--- config.mk ---
export PLATFORM = sky130hd
export DESIGN_NAME = co_alarm_door_controller
export DESIGN_NICKNAME = d
export VERILOG_FILES = /design/src/rtl/coadc_pkg.sv /design/src/rtl/co_alarm_door_controller.sv
export SDC_FILE = /design/constraint.sdc
export NUM_CORES = 1
export LEC_CHECK = 0
export BUFFER_PORTS_ARGS = -buffer_cell sky130_fd_sc_hd__buf_2
export CAP_MARGIN = 5
export CORE_AREA = 2 2 133 122
export DETAILED_ROUTE_END_ITERATION = 6
export DIE_AREA = 0 0 135 124
export PLACE_DENSITY = 0.61
export SYNTH_ARGS = -nofsm -noshare
export SYNTH_HDL_FRONTEND = slang
export SYNTH_SLANG_ARGS = --single-unit
--- constraint.sdc ---
create_clock -name i_clk -period 5.9 [get_ports i_clk]
set_input_delay 0.295 -clock i_clk [delete_from_list [all_inputs] [get_ports i_clk]]
set_output_delay 0.295 -clock i_clk [all_outputs]
set_load 0.05 [all_outputs]
--- src/rtl/coadc_pkg.sv ---
`timescale 1ns / 1ps
`default_nettype none

package coadc_pkg;

    // Controller modes, also the value of the mode field of a result item.
    typedef enum logic [1:0] {
        MODE_SELFTEST  = 2'd0,
        MODE_NORMAL    = 2'd1,
        MODE_OPEN      = 2'd2,
        MODE_EMERGENCY = 2'd3
    } t_mode;

    // Input item kinds, carried on tuser.
    typedef enum logic [1:0] {
        OP_TICK   = 2'd0,
        OP_BUTTON = 2'd1,
        OP_ALARM  = 2'd2,
        OP_STOP   = 2'd3
    } t_opcode;

    // Telemetry codes.
    typedef enum logic [1:0] {
        TEL_NONE      = 2'd0,
        TEL_NORMAL    = 2'd1,
        TEL_OPEN      = 2'd2,
        TEL_EMERGENCY = 2'd3
    } t_tel_code;

    // Configuration register indexes.
    localparam logic CFG_SELFTEST_TIME = 1'b0;
    localparam logic CFG_DOOR_HOLD     = 1'b1;

    localparam int unsigned CFG_W      = 20;
    localparam int unsigned CO_W       = 16;
    localparam int unsigned IN_DATA_W  = 32;
    localparam int unsigned OUT_DATA_W = 48;

    localparam logic [CFG_W-1:0] SELFTEST_TIME_RST = 20'd3000;
    localparam logic [CFG_W-1:0] DOOR_HOLD_RST     = 20'd5000;

    // Door angle commanded while the door command bit is set, in degrees.
    localparam int unsigned DOOR_OPEN_ANGLE = 90;

endpackage

`default_nettype wire

--- src/rtl/co_alarm_door_controller.sv ---
`timescale 1ns / 1ps
`default_nettype none

// The result item of an accepted input item is registered and shown on the master side in the cycle after acceptance.
// Throughput: one item per cycle; the input is stalled only while the result register
// holds an item that the downstream side has not taken.
// Reset (synchronous, active low): self-test mode, timer and alert flag cleared,
// registers back to 3000 ms and 5000 ms, no result pending.
module co_alarm_door_controller #(
    parameter int unsigned TIMER_BITS = 20
) (
    input  wire                               i_clk,
    input  wire                               i_rst_n,
    // Configuration write port
    input  wire                               i_cfg_we,
    input  wire                               i_cfg_addr,
    input  wire  [coadc_pkg::CFG_W-1:0]       i_cfg_wdata,
    // Input stream
    input  wire                               s_tvalid,
    output logic                              s_tready,
    // tdata: event_co [15:0], sensor_co [31:16]
    input  wire  [coadc_pkg::IN_DATA_W-1:0]   s_tdata,
    // tuser: opcode [1:0]
    input  wire  [1:0]                        s_tuser,
    // Output stream
    output logic                              m_tvalid,
    input  wire                               m_tready,
    // tdata: mode [1:0], green_led [2], red_led [3], door_cmd [4], buzzer_on [5],
    // telemetry_code [7:6], telemetry_co [23:8], webhook_fire [24], record_co [25],
    // recorded_co [41:26], zero [47:42]
    output logic [coadc_pkg::OUT_DATA_W-1:0]  m_tdata
);
    import coadc_pkg::*;

    // Compare width covers both the timer and the limit registers.
    localparam int unsigned CMP_W = (TIMER_BITS > CFG_W) ? TIMER_BITS : CFG_W;
    localparam logic [TIMER_BITS-1:0] TIMER_MAX = {TIMER_BITS{1'b1}};

    // Configuration and controller state
    logic [CFG_W-1:0]      r_selftest_time;
    logic [CFG_W-1:0]      r_door_hold;
    t_mode                 r_mode,     n_mode;
    logic [TIMER_BITS-1:0] r_elapsed,  n_elapsed;
    logic                  r_hook_sent, n_hook_sent;

    // Result register
    logic                  r_out_valid;
    logic [OUT_DATA_W-1:0] r_out_data, n_out_data;

    logic                  in_acc;
    t_opcode               op;
    logic [CO_W-1:0]       event_co;
    logic [CO_W-1:0]       sensor_co;
    logic [TIMER_BITS-1:0] elapsed_inc;
    logic [CFG_W-1:0]      limit;
    t_tel_code             tcode;
    logic                  hook;
    logic                  rec;
    logic [CO_W-1:0]       rec_val;
    logic [CO_W-1:0]       tel_co;
    logic                  green, red, door, buzz;

    assign op        = t_opcode'(s_tuser);
    assign event_co  = s_tdata[CO_W-1:0];
    assign sensor_co = s_tdata[2*CO_W-1:CO_W];

    // The result register frees up in the same cycle as it is taken.
    assign s_tready = !r_out_valid || m_tready;
    assign in_acc   = s_tvalid && s_tready;

    // Next mode, timer and pulses for the item at the input.
    always_comb begin
        n_mode      = r_mode;
        n_elapsed   = r_elapsed;
        n_hook_sent = r_hook_sent;
        tcode       = TEL_NONE;
        hook        = 1'b0;
        rec         = 1'b0;
        rec_val     = '0;
        elapsed_inc = (r_elapsed != TIMER_MAX) ? r_elapsed + 1'b1 : r_elapsed;
        limit       = (r_mode == MODE_SELFTEST) ? r_selftest_time : r_door_hold;

        case (op)
            OP_TICK: begin
                if (r_mode == MODE_SELFTEST || r_mode == MODE_OPEN) begin
                    n_elapsed = elapsed_inc;
                    if (CMP_W'(elapsed_inc) >= CMP_W'(limit)) begin
                        n_mode = MODE_NORMAL;
                    end
                end
            end
            OP_ALARM: begin
                if (r_mode != MODE_SELFTEST) begin
                    rec     = 1'b1;
                    rec_val = event_co;
                end
                n_mode = MODE_EMERGENCY;
            end
            OP_BUTTON: begin
                if (r_mode == MODE_NORMAL) begin
                    n_mode = MODE_OPEN;
                end
            end
            default: begin
                if (r_mode == MODE_EMERGENCY) begin
                    n_mode = MODE_NORMAL;
                end
            end
        endcase

        // Any non-tick event while open restarts the door count.
        if (op != OP_TICK && n_mode == MODE_OPEN) begin
            n_elapsed = '0;
        end

        // Mode change: clear the timer, report it, fire the alert once.
        if (n_mode != r_mode) begin
            n_elapsed = '0;
            unique case (n_mode)
                MODE_NORMAL: begin
                    tcode       = TEL_NORMAL;
                    n_hook_sent = 1'b0;
                end
                MODE_OPEN: begin
                    tcode = TEL_OPEN;
                end
                MODE_EMERGENCY: begin
                    tcode = TEL_EMERGENCY;
                    if (!r_hook_sent) begin
                        hook        = 1'b1;
                        n_hook_sent = 1'b1;
                    end
                end
                default: begin
                    tcode = TEL_NONE;
                end
            endcase
        end

        tel_co = (tcode != TEL_NONE) ? sensor_co : '0;
        green  = (n_mode != MODE_EMERGENCY);
        red    = (n_mode == MODE_SELFTEST) || (n_mode == MODE_EMERGENCY);
        door   = (n_mode != MODE_NORMAL);
        buzz   = red;

        n_out_data = {6'd0, rec_val, rec, hook, tel_co, tcode, buzz, door, red, green, n_mode};
    end

    // Configuration registers; index is fully decoded by its single bit.
    always_ff @(posedge i_clk) begin
        if (!i_rst_n) begin
            r_selftest_time <= SELFTEST_TIME_RST;
            r_door_hold     <= DOOR_HOLD_RST;
        end else if (i_cfg_we) begin
            unique case (i_cfg_addr)
                CFG_SELFTEST_TIME: r_selftest_time <= i_cfg_wdata;
                CFG_DOOR_HOLD:     r_door_hold     <= i_cfg_wdata;
                default:           r_door_hold     <= r_door_hold;
            endcase
        end
    end

    // Controller state and result register.
    always_ff @(posedge i_clk) begin
        if (!i_rst_n) begin
            r_mode      <= MODE_SELFTEST;
            r_elapsed   <= '0;
            r_hook_sent <= 1'b0;
            r_out_valid <= 1'b0;
        end else begin
            if (in_acc) begin
                r_mode      <= n_mode;
                r_elapsed   <= n_elapsed;
                r_hook_sent <= n_hook_sent;
                r_out_valid <= 1'b1;
            end else if (m_tready) begin
                r_out_valid <= 1'b0;
            end
        end
    end

    always_ff @(posedge i_clk) begin
        if (in_acc) begin
            r_out_data <= n_out_data;
        end
    end

    assign m_tvalid = r_out_valid;
    assign m_tdata  = r_out_data;

    // The alert flag is always set while in emergency.
    a_hook_in_emerg: assert property (@(posedge i_clk) disable iff (!i_rst_n)
        (r_mode == MODE_EMERGENCY) |-> r_hook_sent)
        else $error("alert flag clear in emergency");

    // The timer only runs in self-test and open.
    a_timer_idle: assert property (@(posedge i_clk) disable iff (!i_rst_n)
        (r_mode == MODE_NORMAL || r_mode == MODE_EMERGENCY) |-> (r_elapsed == '0))
        else $error("timer running in normal or emergency");

    // A webhook pulse goes out only with the emergency telemetry code.
    a_hook_code: assert property (@(posedge i_clk) disable iff (!i_rst_n)
        (r_out_valid && r_out_data[24]) |->
        (r_out_data[7:6] == TEL_EMERGENCY && r_out_data[1:0] == MODE_EMERGENCY))
        else $error("webhook pulse without entry into emergency");

    // The mode reported in a fresh result matches the stored mode.
    a_mode_match: assert property (@(posedge i_clk) disable iff (!i_rst_n)
        $past(in_acc) && $past(i_rst_n) |-> (r_out_data[1:0] == r_mode))
        else $error("result mode differs from controller mode");

endmodule

`default_nettype wire

Word level (Yosys, flattened, before mapping)
Cells that the tools add are included.

storage, ports and cells
  input port bits = 60
  flip-flop bits (word level) = 106

cells by class
  equal/unequal tests = 12
  $lt $le $gt $ge = 1
  multiplexer cells = 18
  reductions and logical operators = 22
  add/subtract/negate cells = 1
  bitwise gates (word level) = 1

operator list
  operator                                                                  count
  20-bit 2-to-1 mux                                                         6
  20-bit by 1-bit adder with 20-bit output (second input constant)          1
  20-bit greater-or-equal comparator                                        1
  20-bit inequality test (second input constant)                            1
  2-bit one-hot mux with 3 select lines                                     2
  2-bit == test (second input constant)                                     5
  2-bit 2-to-1 mux                                                          5
  2-bit nonzero test                                                        5
  2-bit AND reduction                                                       4
  2-bit by 1-bit == test with 1-bit output (second input constant)          3
  2-bit zero test                                                           3
  3-bit AND reduction                                                       2
  3-bit nonzero test                                                        2
  1-bit 2-to-1 mux                                                          4
  1-bit logical OR                                                          3
  1-bit logical AND                                                         2
  2-bit by 1-bit inequality test with 1-bit output (second input constant)  1
  2-bit inequality test                                                     1
  2-bit inequality test (second input constant)                             1
  1-bit one-hot mux with 2 select lines                                     1
  1-bit zero test                                                           1
  1-bit inverter                                                            1

Longest topological paths before layout
Gate-level depths: netlist of run 1.

  depth after elaboration = 10
  mapped depth = 20
  depth with buffers taken out = 17

Least setup slack after synthesis of run 1
Ideal clock, no wire load.

  path kind = flip-flop to flip-flop
  from = register r_elapsed[3]
  to = register r_out_data[10] (netlist: m_tdata[10]), data pin
  library setup time = 0.255 ns
  arrival time = 4.120 ns
  cell stages (with the launch flop) = 17
  required time = 5.645 ns
  slack = 1.525 ns
  path buffers = 3
  cells stage by stage = dfxtp_1 > buf_2 > nand4_4 > or4_4 > o2111ai_2 > xnor2_1 > ha_1 > nand4_1 > or4_1 > o211ai_2 > buf_2 > nor2_1 > o21a_1 > ha_1 > or3_1 > clkbuf_1 > and3_1

on the way
  cells in the longest elaborated chain, start to end = 10
  elaborated cells between the ends (all ways) = 14

RTL lines
  what                                                                                       RTL line                         source
  start: declaration                                                                         co_alarm_door_controller.sv:43   logic [TIMER_BITS-1:0] r_elapsed, n_elapsed;
  start signal: assignment                                                                   co_alarm_door_controller.sv:173  r_elapsed <= n_elapsed;
  20-bit by 1-bit adder with 20-bit output / 20-bit inequality test (equally long branches)  co_alarm_door_controller.sv:80   elapsed_inc = (r_elapsed != TIMER_MAX) ? r_elapsed + 1'b1 : r_elapsed;
  20-bit 2-to-1 mux *                                                                        co_alarm_door_controller.sv:80
  20-bit greater-or-equal comparator *                                                       co_alarm_door_controller.sv:87   if (CMP_W'(elapsed_inc) >= CMP_W'(limit)) begin
  2-bit 2-to-1 mux *                                                                         co_alarm_door_controller.sv:87
  2-bit 2-to-1 mux *                                                                         co_alarm_door_controller.sv:85   if (r_mode == MODE_SELFTEST || r_mode == MODE_OPEN) begin
  2-bit one-hot mux with 3 select lines *                                                    co_alarm_door_controller.sv:83   case (op)
  2-bit == test / 2-bit by 1-bit == test with 1-bit output (equally long branches)           co_alarm_door_controller.sv:119  unique case (n_mode)
  2-bit one-hot mux with 3 select lines                                                      co_alarm_door_controller.sv:119
  2-bit 2-to-1 mux *                                                                         co_alarm_door_controller.sv:117  if (n_mode != r_mode) begin
  2-bit nonzero test *                                                                       co_alarm_door_controller.sv:140  tel_co = (tcode != TEL_NONE) ? sensor_co : '0;
  end signal: assignment                                                                     co_alarm_door_controller.sv:184  r_out_data <= n_out_data;
  end: declaration                                                                           co_alarm_door_controller.sv:48   logic [OUT_DATA_W-1:0] r_out_data, n_out_data;

Mark *: on every way between the ends. The rest lies on a longest branch, timed or not.
A chain may end at the register's enable or synchronous reset.

Final worst setup path of run 1
  from = register r_elapsed[3]
  to = register r_elapsed[10]

on the way
  cells in the longest elaborated chain, start to end = 10
  elaborated cells between the ends (all ways) = 17

RTL lines
  what                                                                                       RTL line                         source
  20-bit by 1-bit adder with 20-bit output / 20-bit inequality test (equally long branches)  co_alarm_door_controller.sv:80
  20-bit 2-to-1 mux *                                                                        co_alarm_door_controller.sv:80
  20-bit greater-or-equal comparator                                                         co_alarm_door_controller.sv:87
  2-bit 2-to-1 mux                                                                           co_alarm_door_controller.sv:87
  2-bit 2-to-1 mux                                                                           co_alarm_door_controller.sv:85
  2-bit one-hot mux with 3 select lines                                                      co_alarm_door_controller.sv:83
  2-bit == test                                                                              co_alarm_door_controller.sv:112  if (op != OP_TICK && n_mode == MODE_OPEN) begin
  1-bit logical AND                                                                          co_alarm_door_controller.sv:112
  3-bit nonzero test (no line) / 20-bit 2-to-1 mux (equally long branches)                   n/a
  3-bit AND reduction (no line) / 20-bit 2-to-1 mux (equally long branches)                  n/a

Mark *: on every way between the ends. The rest lies on a longest branch, timed or not. The select of a mux whose other input is x is not followed.

==> results.json, run 1 <==
{
  "r2r_start": "r_elapsed[3]$_SDFFE_PN0P_",
  "cts_setup_buffers": 0,
  "p_seq_share_pct": 49.6,
  "vdd_ir_drop_max_v": 0.000130,
  "grt_pass1_vias": 3971,
  "synth_top_cell_area_share_pct": 24.4,
  "finalNetCount": 709,
  "dpl.hpwl_mm": 8.51,
  "pin_count": 110,
  "drc": 0,
  "async_reset_ff_share_pct": 0,
  "tns_ps": 0,
  "area_delta_synth_final_pct": 17.7,
  "yosysWarningCount": 0,
  "fillers": 1556,
  "io_buffers": 103,
  "crit_family": "simple AND/OR/NAND/NOR gates",
  "path_buf_inv": 1,
  "power.internal_uw": 1160,
  "drive_gt1_share_pct": 22.7,
  "fp-row-count": 43,
  "gp_congestion": 0.819,
  "cts_buffer_depth": 2,
  "p_sw_share_pct": 28.7,
  "grt_pass1_wl_mm": 19.3,
  "p_sw_uw": 466,
  "finalSetupViolations": 0,
  "max_slew.worst_pin.slew_ps": 866,
  "cts_hold_buf": 0,
  "yosysSeqAreaShare_pct": 47.8,
  "clock_sinks": 105,
  "fmaxAchievable_ghz": 0.210,
  "start_util_pct": 34.4,
  "setup.worst_path.end_class": "register",
  "path_cells": "nand4_4, nor4_4, nand4_1, nor3_1, a21oi_1, ha_1, nand4_1, or4_1, o211ai_2, buf_4, nor2_1, o21a_1, ha_1, nor2_1, o31a_1, a221o_1",
  "dr.pass1.iters": 5,
  "slew_violations": 0,
  "grt-ovfl-total": 0,
  "rrSetupSlack_ps": 1130,
  "fp.coreArea_sq_um": 15300,
  "synthCells": 540,
  "pwr-share-clk_pct": 35.1,
  "register_area_sq_um": 2510,
  "cts_max_level": 3,
  "wl_mm": 11.9,
  "via_count": 4151,
  "holdCritPathClass": "input pin to register",
  "die_y_um": 124,
  "whs_ps": 175,
  "finalCritPeriodShare_pct": 80.9,
  "finClkSkew_ps": 11.1,
  "startpoint": "r_elapsed[3]$_SDFFE_PN0P_",
  "fin_crit_ps": 4770,
  "maxSlewHeadroom_pct": 42.3,
  "grt.total_usage_pct": 14.4,
  "wl_per_cell_um": 14.3,
  "ant_nets": 0,
  "power_frac_comb_pct": 15.3,
  "die_area_sq_um": 16700,
  "cts.repair.resized": 0,
  "die_x_um": 135,
  "leakagePower_uw": 0.00276,
  "postSynthAreaPerCell_sq_um": 9.73,
  "drt_iter0_markers": 170,
  "path_clk_slew_ps": 80,
  "cts_tree": "built",
  "arrival_ps": 5050,
  "antenna_found_initial": 0,
  "max_cap_viol_count": 0,
  "critPathLaunchType": "register",
  "clockRootBuffer": "clkbuf_16",
  "yosysTopAreaCell": "dfxtp_1",
  "worstHoldStart": "i_cfg_wdata[4]",
  "n_antenna_cell": 0,
  "multi_input_area_sq_um": 2540,
  "critPathRequiredTime_ps": 6180,
  "syn-cell-area_sq_um": 5250,
  "max_stage_delay_ps": 690,
  "crit_slowest_cell": "o31a_1",
  "grt_setup_unrepaired": "no",
  "synth_seq_cells": 105,
  "outcome": "complete, no violations",
  "synth_edf_count": 41,
  "grt_max_degree": 48,
  "p_per_area_nw_per_um2": 263,
  "clk_latency_ps": 350,
  "routed_via_density": 4.99,
  "critPathKind": "register to register",
  "synth_area_leaders": "dfxtp_1, edfxtp_1, nand2_1",
  "ys_types": 56,
  "hold_viol_final": 0,
  "cts_made_buffers": 9,
  "critPathMaxFanout": 20,
  "ys.flop_type": "dfxtp_1"
}
## sequential cells by signal (all words and copies together), names as in the netlist
register	flops
m_tdata	41
r_door_hold	20
r_elapsed	20
r_selftest_time	20
r_mode	2
m_tvalid	1
r_hook_sent	1
## placed cells by master (no fill, tap or decap), types with 19 or more instances in the layout
cell type / instances
mux2i_1: 19
a21boi_0: 29
nand3_1: 23
ha_1: 24
dfxtp_1: 64
and3_1: 22
buf_2: 103
edfxtp_1: 41
nand2_1: 104
## cell type report
type / count / share of cell area [%]
multi-input cells: 389 / 41.0
flip-flops and latches: 105 / 40.6
repair buffers: 109 / 9.07
well taps: 202 / 4.09
clock buffers: 10 / 3.70
clock inverters: 6 / 0.830
inverters: 11 / 0.668
## cell usage after synthesis (2+ instances only)
master	n
nand3_1	23
nand2b_1	3
nor2_1	19
nor3_1	13
or3_1	3
inv_1	11
nand2_1	104
xnor2_1	7
nor2b_1	3
buf_1	2
o21a_1	4
a22o_1	11
mux2_2	5
a21boi_0	29
and3b_1	2
buf_4	7
a211oi_1	3
nand4_1	6
nor3b_1	2
o2111ai_2	2
a21o_1	4
dfxtp_1	64
edfxtp_1	41
buf_2	7
and3_1	22
and2_1	18
nor4_1	2
xor2_1	6
ha_1	24
a221o_1	7
o211ai_1	2
mux2i_1	19
a21oi_1	10
o21ai_0	10
clkbuf_1	24
## worst register-to-register path: stages (launching register included)
cell      delay (ps)
dfxtp_1          510
nand4_4          210
nor4_4           470
nand4_1          200
nor3_1           190
a21oi_1          100
ha_1             310
nand4_1          180
or4_1            580
o211ai_2         150
buf_4            230
nor2_1            90
o21a_1           180
ha_1             220
nor2_1           120
o31a_1           690
a221o_1          270
## stage by stage
step	power (uW)	utilization [%]	std cells	worst slack, ps	cell area (sq um)
after detailed placement	1070	38.6	816	1190	5900
after floorplan	1010	-	545	1520	5270
after global placement	1070	38.6	816	1290	5900
after CTS	1650	40.5	832	1170	6180
final	1620	40.5	832	1130	6180
after global routing	1700	40.5	832	792	6180
## layer usage
| layer | share of wire [%] | GRT usage [%] |
|---|---|---|
| met4 | 0.79 | 3.39 |
| met2 | 46 | 23.2 |
| met5 | 0 | 0 |
| met3 | 6.1 | 3.62 |
| met1 | 48 | 19.4 |
## power groups by stage
| stage | combinational (uW) | sequential (uW) | clock (uW) |
|---|---|---|---|
| final | 248 | 805 | 571 |
| after global routing | 272 | 809 | 618 |
| after global placement | 246 | 821 | 0 |
| after floorplan | 119 | 887 | 0 |
| after detailed placement | 249 | 822 | 0 |
| after CTS | 250 | 806 | 589 |
## path summary, 6_finish.rpt
check | cells past startpoint | to
min | 3 | r_selftest_time[4]$_SDFFE_PN1P_
max | 16 | r_elapsed[10]$_SDFFE_PN0P_
max reg2reg | 16 | r_elapsed[10]$_SDFFE_PN0P_
min reg2reg | 2 | r_door_hold[2]$_SDFFE_PN0P_
## logic make-up after synthesis
group / after synthesis / share of synthesized area [%]
AND/OR/NAND/NOR: 227 / 21.2
buffers and inverters: 51 / 4.31
adder cells (fa/ha/maj): 24 / 5.72
XOR/XNOR: 13 / 2.17
flip-flops: 105 / 47.8
multiplexers: 24 / 4.69
AO/OA/AOI/OAI: 95 / 14.0
other: 1 / 0.0714
Note: power is estimated with default switching activity, not from simulation.
==> inputs of run 2 (changes only) <==
- clock period: 5.9 -> 4.6 ns (I/O delays scaled with it)
==> run 2 against run 1 <==
Compared with the run above:
- power increased by 29%
- worst setup slack lost 860 ps
- via count down 0.14%
- sequential share of layout area fell by 0.57 points
- combinational power up 31%
- clock skew decreased by 1.9 ps
- non-clock buffer count up 5
- sequential cell count did not move
- wire length shrank 2.5%
- die area did not move
- clock power up 28%
- largest cell class unchanged
==> results.json, run 2 (synthesis gave the netlist of run 1 again) <==
{
  "p_per_area_nw_per_um2": 333,
  "grt_setup_unrepaired": "no",
  "io_buffers": 103,
  "finalNetCount": 714,
  "clock_sinks": 105,
  "wl_per_cell_um": 13.8,
  "clk_latency_ps": 350,
  "grt_pass1_wl_mm": 18.8,
  "cts_hold_buf": 0,
  "crit_slowest_cell": "or4_1",
  "path_buf_inv": 1,
  "max_stage_delay_ps": 600,
  "dpl.hpwl_mm": 8.51,
  "finalCritPeriodShare_pct": 94.2,
  "max_cap_viol_count": 0,
  "routed_via_density": 4.95,
  "reg2reg_depth": 14,
  "whs_endpoint": "r_selftest_time[4]$_SDFFE_PN1P_",
  "finClkSkew_ps": 9.17,
  "die_area_sq_um": 16700,
  "area_delta_synth_final_pct": 19.6,
  "tns_ps": 0,
  "slew_violations": 0,
  "worstReg2RegEnd": "m_tdata[23]$_SDFFCE_PN0P_",
  "finalSetupViolations": 0,
  "startpoint": "r_elapsed[13]$_SDFFE_PN0P_",
  "outcome": "complete, no violations",
  "drive_gt1_share_pct": 24.7,
  "die_y_um": 124,
  "vdd_ir_drop_max_v": 0.000206,
  "critPathMaxFanout": 16,
  "multi_input_area_sq_um": 2570,
  "die_x_um": 135,
  "start_util_pct": 34.4,
  "path_clk_slew_ps": 70,
  "drc": 0,
  "grt.total_usage_pct": 14.0,
  "arrival_ps": 4430,
  "max_slew.worst_pin.slew_ps": 829,
  "worstHoldStart": "i_cfg_wdata[4]",
  "leakagePower_uw": 0.00281,
  "dr.pass1.iters": 5,
  "hold_viol_final": 0,
  "antenna_found_initial": 0,
  "cts_buffer_depth": 2,
  "fmaxAchievable_ghz": 0.231,
  "critPathRequiredTime_ps": 4700,
  "final_cell_mix": "nand2_1, buf_2, dfxtp_1",
  "grt-ovfl-total": 0,
  "fp.coreArea_sq_um": 15300,
  "pin_count": 110,
  "ant_nets": 0,
  "critPathKind": "register to register",
  "hold_depth": 3,
  "r2r_start": "r_elapsed[13]$_SDFFE_PN0P_",
  "fillers": 1539,
  "drt_iter0_markers": 219,
  "cts_max_level": 3,
  "grt_pass1_vias": 3898,
  "fp-row-count": 43,
  "rrSetupSlack_ps": 270,
  "final_area_sq_um": 6280,
  "n_antenna_cell": 0,
  "grt_max_degree": 48,
  "post-route-util_pct": 41.1,
  "critPathLaunchType": "register",
  "setup.worst_path.end_class": "register",
  "fin_crit_ps": 4330,
  "path_cells": "nand3_1, nor4_4, buf_4, nand3_1, mux2_2, ha_1, nand4_1, or4_1, o211ai_4, nor2_1, o21a_1, ha_1, or3_4, and3_1",
  "largest_register_ffs": 41,
  "wl_mm": 11.6,
  "via_count": 4145,
  "dpl-instance-area_sq_um": 5950,
  "gp_congestion": 0.805,
  "maxSlewHeadroom_pct": 44.8,
  "mostFrequentLayoutCell": "nand2_1",
  "cts_tree": "built",
  "register_area_sq_um": 2520,
  "crit_family": "simple AND/OR/NAND/NOR gates",
  "cts_made_buffers": 9,
  "clockRootBuffer": "clkbuf_16",
  "holdCritPathClass": "input pin to register"
}
[run 2: cell count changes in the layout (fill, tap and decap cells not counted), sizes merged]
| cell | change |
|---|---|
| clkinvlp | +1 |
| buf | +5 |
| clkbuf | -1 |
[run 2: area by class of cell]
type | count | area share (%)
clock buffers | 9 | 3.59
clock inverters | 7 | 0.976
inverters | 11 | 0.657
multi-input cells | 389 | 41.0
flip-flops and latches | 105 | 40.1
well taps | 202 | 4.02
repair buffers | 114 | 9.72
[run 2: what timing repair did]
action	in CTS	in global routing
buffers inserted	0	1
gates resized for setup	1	9
endpoints found under the hold margin	0	0
pin swaps	0	1
endpoints found under the setup margin	1	36
[run 2: worst reg2reg max path: stages (launching register included)]
cell and delay (ps):
dfxtp_1 460, nand3_1 230, nor4_4 310, buf_4 180
nand3_1 90, mux2_2 310, ha_1 280, nand4_1 170
or4_1 600, o211ai_4 270, nor2_1 110, o21a_1 180
ha_1 230, or3_4 460, and3_1 220
[run 2: metrics by stage]
step / instances / worst slack, ps / hold WS, ps / power, uW
2_1_floorplan: 545 / 225 / 354 / 1290
3_3_place_gp: 820 / 125 / 450 / 1370
3_5_place_dp: 820 / 23.8 / 455 / 1380
4_1_cts: 836 / 41.6 / 99.1 / 2110
5_1_grt: 837 / 4.15 / 120 / 2180
6_report: 837 / 265 / 109 / 2090
[run 2: report_power, final]
part | total [uW] | switching (uW) | internal [uW]
clock | 733 | 354 | 378
combinational | 326 | 226 | 100
sequential | 1030 | 17.9 | 1010
total | 2090 | 598 | 1490
[run 2: routing by layer]
layer | GRT usage, % | up-vias | wire length [um] | share of wire, %
met5 | 0 | - | 0 | 0
met4 | 3.32 | 0 | 92 | 0.80
met3 | 3.09 | 11 | 778 | 6.7
met2 | 22.8 | 110 | 5210 | 45
met1 | 19.0 | 1941 | 5490 | 47
li1 | - | 2083 | - | -
[run 2: how the worst max path moves through the flow]
stage / endpoint / cells after the start
after detailed placement: r_elapsed[15]$_SDFFE_PN0P_ / 14
after CTS: m_tdata[15]$_SDFFCE_PN0P_ / 13
after global placement: r_elapsed[3]$_SDFFE_PN0P_ / 14
final: m_tdata[23]$_SDFFCE_PN0P_ / 14
after floorplan: m_tdata[10]$_SDFFCE_PN0P_ / 16
after global routing: m_tdata[21]$_SDFFCE_PN0P_ / 15
